File: src/design/chained_hash_map_macros.svh
// Assertion macros shared by the chained hash map RTL
`ifndef CHAINED_HASH_MAP_MACROS_SVH
`define CHAINED_HASH_MAP_MACROS_SVH

// Same-cycle implication, checked out of reset
`define CHM_ASSERT_IMP(label, clk, rst_n, ante, cons, msg) \
  label: assert property (@(posedge clk) disable iff (!rst_n) (ante) |-> (cons)) \
    else $error(msg);

// Next-cycle implication, checked out of reset
`define CHM_ASSERT_NXT(label, clk, rst_n, ante, cons, msg) \
  label: assert property (@(posedge clk) disable iff (!rst_n) (ante) |=> (cons)) \
    else $error(msg);

`endif

File: src/design/chm_pkg.sv
// Types and constants of the chained hash map
`timescale 1ns / 1ps
`default_nettype none

package chm_pkg;

  localparam int CHM_BUCKETS = 1024;
  localparam int CHM_NODES   = 256;
  localparam int KEY_W       = 22;
  localparam int VAL_W       = 16;

  typedef enum logic [1:0] {
    FN_INSERT = 2'd0,
    FN_FIND   = 2'd1,
    FN_REMOVE = 2'd2,
    FN_CLEAR  = 2'd3
  } func_t;

  typedef enum logic [1:0] {
    RS_OK   = 2'd0,
    RS_MISS = 2'd1,
    RS_FULL = 2'd2
  } rstat_t;

  typedef enum logic [2:0] {
    S_INIT,
    S_IDLE,
    S_HASH,
    S_HEAD,
    S_WALK,
    S_CLEAR,
    S_OUT
  } state_t;

  typedef struct packed {
    logic   load_in;
    logic   walk_start;
    logic   walk_next;
    logic   ins;
    logic   rm;
    logic   clr_step;
    logic   res_we;
    logic   res_hit;
    rstat_t res_code;
    logic   out_load;
  } chm_cmd_t;

  typedef struct packed {
    logic  hash_done;
    func_t func;
    logic  pool_full;
    logic  head_valid;
    logic  key_match;
    logic  next_valid;
    logic  clr_last;
    logic  out_free;
  } chm_stat_t;

endpackage

`default_nettype wire

File: src/design/chm_ctrl.sv
// Controller state machine of the chained hash map
`timescale 1ns / 1ps
`default_nettype none

module chm_ctrl import chm_pkg::*; (
  input  wire logic      clk,
  input  wire logic      rst_n,
  input  wire logic      in_valid,
  output logic           in_ready,
  input  wire chm_stat_t st,
  output chm_cmd_t       cmd
);

  state_t state_r, state_nxt;

  always_ff @(posedge clk) begin
    if (!rst_n) begin
      state_r <= S_INIT;
    end else begin
      state_r <= state_nxt;
    end
  end

  always_comb begin
    state_nxt = state_r;
    unique case (state_r)
      S_INIT:  if (st.clr_last) state_nxt = S_IDLE;
      S_IDLE:  if (in_valid) state_nxt = S_HASH;
      S_HASH: begin
        if (st.func == FN_CLEAR) state_nxt = S_CLEAR;
        else if (st.hash_done) state_nxt = S_HEAD;
      end
      S_HEAD: begin
        unique case (st.func) inside
          FN_INSERT: state_nxt = S_OUT;
          FN_FIND, FN_REMOVE: state_nxt = st.head_valid ? S_WALK : S_OUT;
          default: state_nxt = S_IDLE;
        endcase
      end
      S_WALK:  if (st.key_match || !st.next_valid) state_nxt = S_OUT;
      S_CLEAR: if (st.clr_last) state_nxt = S_OUT;
      S_OUT:   if (st.out_free) state_nxt = S_IDLE;
      default: state_nxt = S_INIT;
    endcase
  end

  always_comb begin
    cmd      = '0;
    cmd.res_code = RS_OK;
    in_ready = 1'b0;
    unique case (state_r)
      S_INIT: cmd.clr_step = 1'b1;
      S_IDLE: begin
        in_ready    = 1'b1;
        cmd.load_in = in_valid;
      end
      S_HASH: ;
      S_HEAD: begin
        unique case (st.func) inside
          FN_INSERT: begin
            cmd.res_we = 1'b1;
            if (st.pool_full) cmd.res_code = RS_FULL;
            else cmd.ins = 1'b1;
          end
          FN_FIND, FN_REMOVE: begin
            if (st.head_valid) begin
              cmd.walk_start = 1'b1;
            end else begin
              cmd.res_we   = 1'b1;
              cmd.res_code = RS_MISS;
            end
          end
          default: ;
        endcase
      end
      S_WALK: begin
        if (st.key_match) begin
          cmd.res_we  = 1'b1;
          cmd.res_hit = 1'b1;
          cmd.rm      = (st.func == FN_REMOVE);
        end else if (st.next_valid) begin
          cmd.walk_next = 1'b1;
        end else begin
          cmd.res_we   = 1'b1;
          cmd.res_code = RS_MISS;
        end
      end
      S_CLEAR: begin
        cmd.clr_step = 1'b1;
        cmd.res_we   = st.clr_last;
      end
      S_OUT: cmd.out_load = st.out_free;
      default: ;
    endcase
  end

endmodule

`default_nettype wire

File: config.mk
export PLATFORM = sky130hd
export DESIGN_NAME = chm_ctrl
export DESIGN_NICKNAME = d
export VERILOG_FILES = /design/src/design/chained_hash_map_macros.svh /design/src/design/chm_pkg.sv /design/src/design/chm_ctrl.sv
export SDC_FILE = /design/constraint.sdc
export NUM_CORES = 1
export LEC_CHECK = 0
export ABC_CLOCK_PERIOD_IN_PS = 3950
export BUFFER_PORTS_ARGS = -buffer_cell sky130_fd_sc_hd__buf_2
export CAP_MARGIN = 25
export CORE_AREA = 2 2 39 41
export CTS_CLUSTER_DIAMETER = 100
export CTS_CLUSTER_SIZE = 24
export DETAILED_ROUTE_END_ITERATION = 10
export DIE_AREA = 0 0 41 43
export SLEW_MARGIN = 20
export SYNTH_ARGS = -nofsm -noshare
export SYNTH_HDL_FRONTEND = slang
export SYNTH_SLANG_ARGS = --single-unit
File: constraint.sdc
create_clock -name clk -period 3.95 [get_ports clk]
set_input_delay 0.1975 -clock clk [delete_from_list [all_inputs] [get_ports clk]]
set_output_delay 0.1975 -clock clk [all_outputs]
set_load 0.05 [all_outputs]
==> impl_metrics.tcl <==
set metrics [dict create \
    relSlewSlack_pct 59.74 \
    top_regs "state_r x3" \
    drcViolationCount 0 \
    cts_resized 0 \
    wl_per_cell_um 11.06 \
    die-width_um 41 \
    ir_drop_mv 0.1199 \
    cts_hold_buf 0 \
    cts_made_buffers 3 \
    ys_seq_area_share_pct 12.80 \
    synth_fp_nets 81 \
    cp_max_fo 15 \
    grt_max_degree 18 \
    fmax_mhz 458.4 \
    drtIter0Drc 11 \
    cts_tree "done" \
    std_cell_rows 14 \
    core_area_sq_mm 0.001384 \
    synth_most_common_cell "nor2_1" \
    initial_core_util_pct 33.91 \
    rsz0062_at_grt "no" \
    drv_cap 0 \
    clk_pin_slew_worst_paths_ns 0.03 \
    clock_latency_ns 0.23 \
    fillCellCount 155 \
    largest_reg_flops 3 \
    hold_viol_final 0 \
    hp-class "primary input to register" \
    area_growth_pct 28.80 \
    clockBufferDepth 2 \
    synth_area_sq_um 469.2 \
    drt_first_pass_iters 4 \
    diodes 0 \
    crit_arrival_ns 1.98 \
    fin_crit_ns 2.182 \
    report.final.slew_viol_count 0 \
    final_util_pct 43.67 \
    pwr-share-clk_pct 25.1 \
    switchingPower_uw 97.99 \
    via_per_inst 5.000 \
    rrSetupSlack_ns 2.22 \
    avgSynthCellArea_sq_um 7.109 \
    wl_mm 1.161 \
    crit_path_start_kind "register" \
    synth_edf_count 0 \
    clock-skew-final_ns 0.002989 \
    worstMarginPinSlew_ns 0.6031 \
    htree_levels 1 \
    setup_viol 0 \
    finalCritPeriodShare_pct 55.23 \
    track_usage_pct 13.44 \
    status "complete, no violations" \
    crit_chain "nor2b_1, nand2_1, or2_2, o22ai_1, buf_2" \
    dp_hpwl_um 872.9 \
    grt_pass1_wl_mm 1.683 \
    cts_root_buffer "clkbuf_4" \
    end_kind "primary output" \
    p_sw_share_pct 46.75 \
    synth_commonest_cells "7 x nor2_1, 6 x inv_1, 4 x a21oi_1, 4 x nand2_1, 4 x nor3_1" \
    worstPathRequired_ns 3.75 \
    clock-sinks 3 \
    num-nets-final 105 \
    die_area_sq_mm 0.001763 \
    tns_ns 0 \
    critPathSlowestCell "dfxtp_1" \
    io_buffers 23 \
    ys_async_sr_fraction_pct 0 \
    top_register "state_r" \
    syn_inst 66 \
    yosys-top-cells-area "dfxtp_1 13%, ha_1 8.0%, nor2_1 5.6%" \
    drive_above_1_share_pct 32.58 \
    p_leak_uw 0.0002926 \
    cts_setup_buffers 0 \
    antenna_found_initial 0 \
    comb_power_share_pct 49.2 \
    synth_top_area_share_pct 12.80 \
    seq_power_share_pct 25.6 \
    crit_type "register to primary output" \
    yosysWarnings 0 \
    ys_seq_elements 3 \
    die_h_um 43 \
    grt-ovfl-total 0 \
    yosysTopAreaCell "dfxtp_1" \
    grt_pass1_vias 423 \
    place_congestion 0.6893 \
    intPower_uw 111.6 \
    ys_types 29 \
    power_density_mw_per_mm2 346.8 \
    detail-route-antenna-nets 0 \
    vias 525 \
    ioPinCount 24 \
    cp_slowest_stage_delay_ns 0.62 \
    synth-main-ff-cell "dfxtp_1" \
]
[power groups by stage]
stage	Combinational, uW	Clock, uW	Sequential, uW
2_1_floorplan	99.0	0	38.6
4_1_cts	104	55.5	53.1
6_report	103	52.6	53.7
3_3_place_gp	103	0	53.4
3_5_place_dp	104	0	53.2
5_1_grt	111	58.8	55.1
[layer usage]
metal / up-vias / global-route usage (%) / wire, um
met1: 227 / 17.95 / 574
met5: - / 0 / 0
met4: 0 / 2.000 / 0
met3: 0 / 3.665 / 85
met2: 22 / 21.25 / 501
li1: 276 / - / -
[critical path: cells and delay by family, from the launching register on]
kind            cells  cell delay [ns]
simple gates        3             0.67
flops               1             0.62
buf+inv             1             0.28
compound gates      1             0.17
[path summary, 6_finish.rpt]
path / cells past startpoint / startpoint / endpoint
max: 5 / state_r[1] / cmd[4]
min reg2reg: 2 / state_r[1] / state_r[1]
max reg2reg: 4 / state_r[0] / state_r[1]
min: 2 / rst_n / state_r[2]
[metrics by stage]
step | instances | hold slack, ns | cell area (sq um) | setup slack (ns) | total power (uW)
finish | 105 | 0.2393 | 604.3 | 1.769 | 209.6
global route | 105 | 0.2379 | 604.3 | 1.638 | 225.4
CTS | 105 | 0.2324 | 604.3 | 1.768 | 212.7
detailed placement | 101 | 0.4740 | 578.1 | 2.038 | 156.8
global placement | 101 | 0.4682 | 578.1 | 2.059 | 156.3
floorplan | 66 | 0.3254 | 469.2 | 1.398 | 137.5
[cell families after synthesis]
kind of cell / synth area share [%]
AO/OA/AOI/OAI: 21.87
flip-flops: 12.80
XOR/XNOR: 3.734
buffers and inverters: 10.40
multiplexers: 4.267
adder cells (fa/ha/maj): 8.001
AND/OR/NAND/NOR: 38.93
[cell type report]
cell class,count,area [sq um],share of cell area (%)
repair buffers,23,115.1,19.05
clock buffers,4,26.28,4.348
inverters,6,22.52,3.727
multi-input cells,53,360.3,59.63
flip-flops and latches,3,60.06,9.938
well taps,16,20.02,3.313
[cells in the final DEF, fill, tap and decap left out]
cell / instances
xor2_1: 2
clkbuf_1: 1
clkbuf_4: 3
and2_1: 3
ha_1: 3
a21oi_1: 4
o21ai_0: 3
o22ai_1: 1
nor2_1: 7
inv_1: 6
buf_2: 23
or3b_1: 1
nand2b_1: 3
nand3_1: 1
a31oi_1: 1
mux2i_1: 2
o21bai_1: 1
dfxtp_1: 3
nor3_1: 4
nor3b_1: 1
a311o_1: 1
o31a_1: 1
a22oi_1: 1
nand2_1: 4
nor2b_1: 3
nor4bb_4: 1
a211o_1: 1
nor4_1: 2
a31oi_2: 1
or2_2: 1
(Power assumes the default switching activity.)
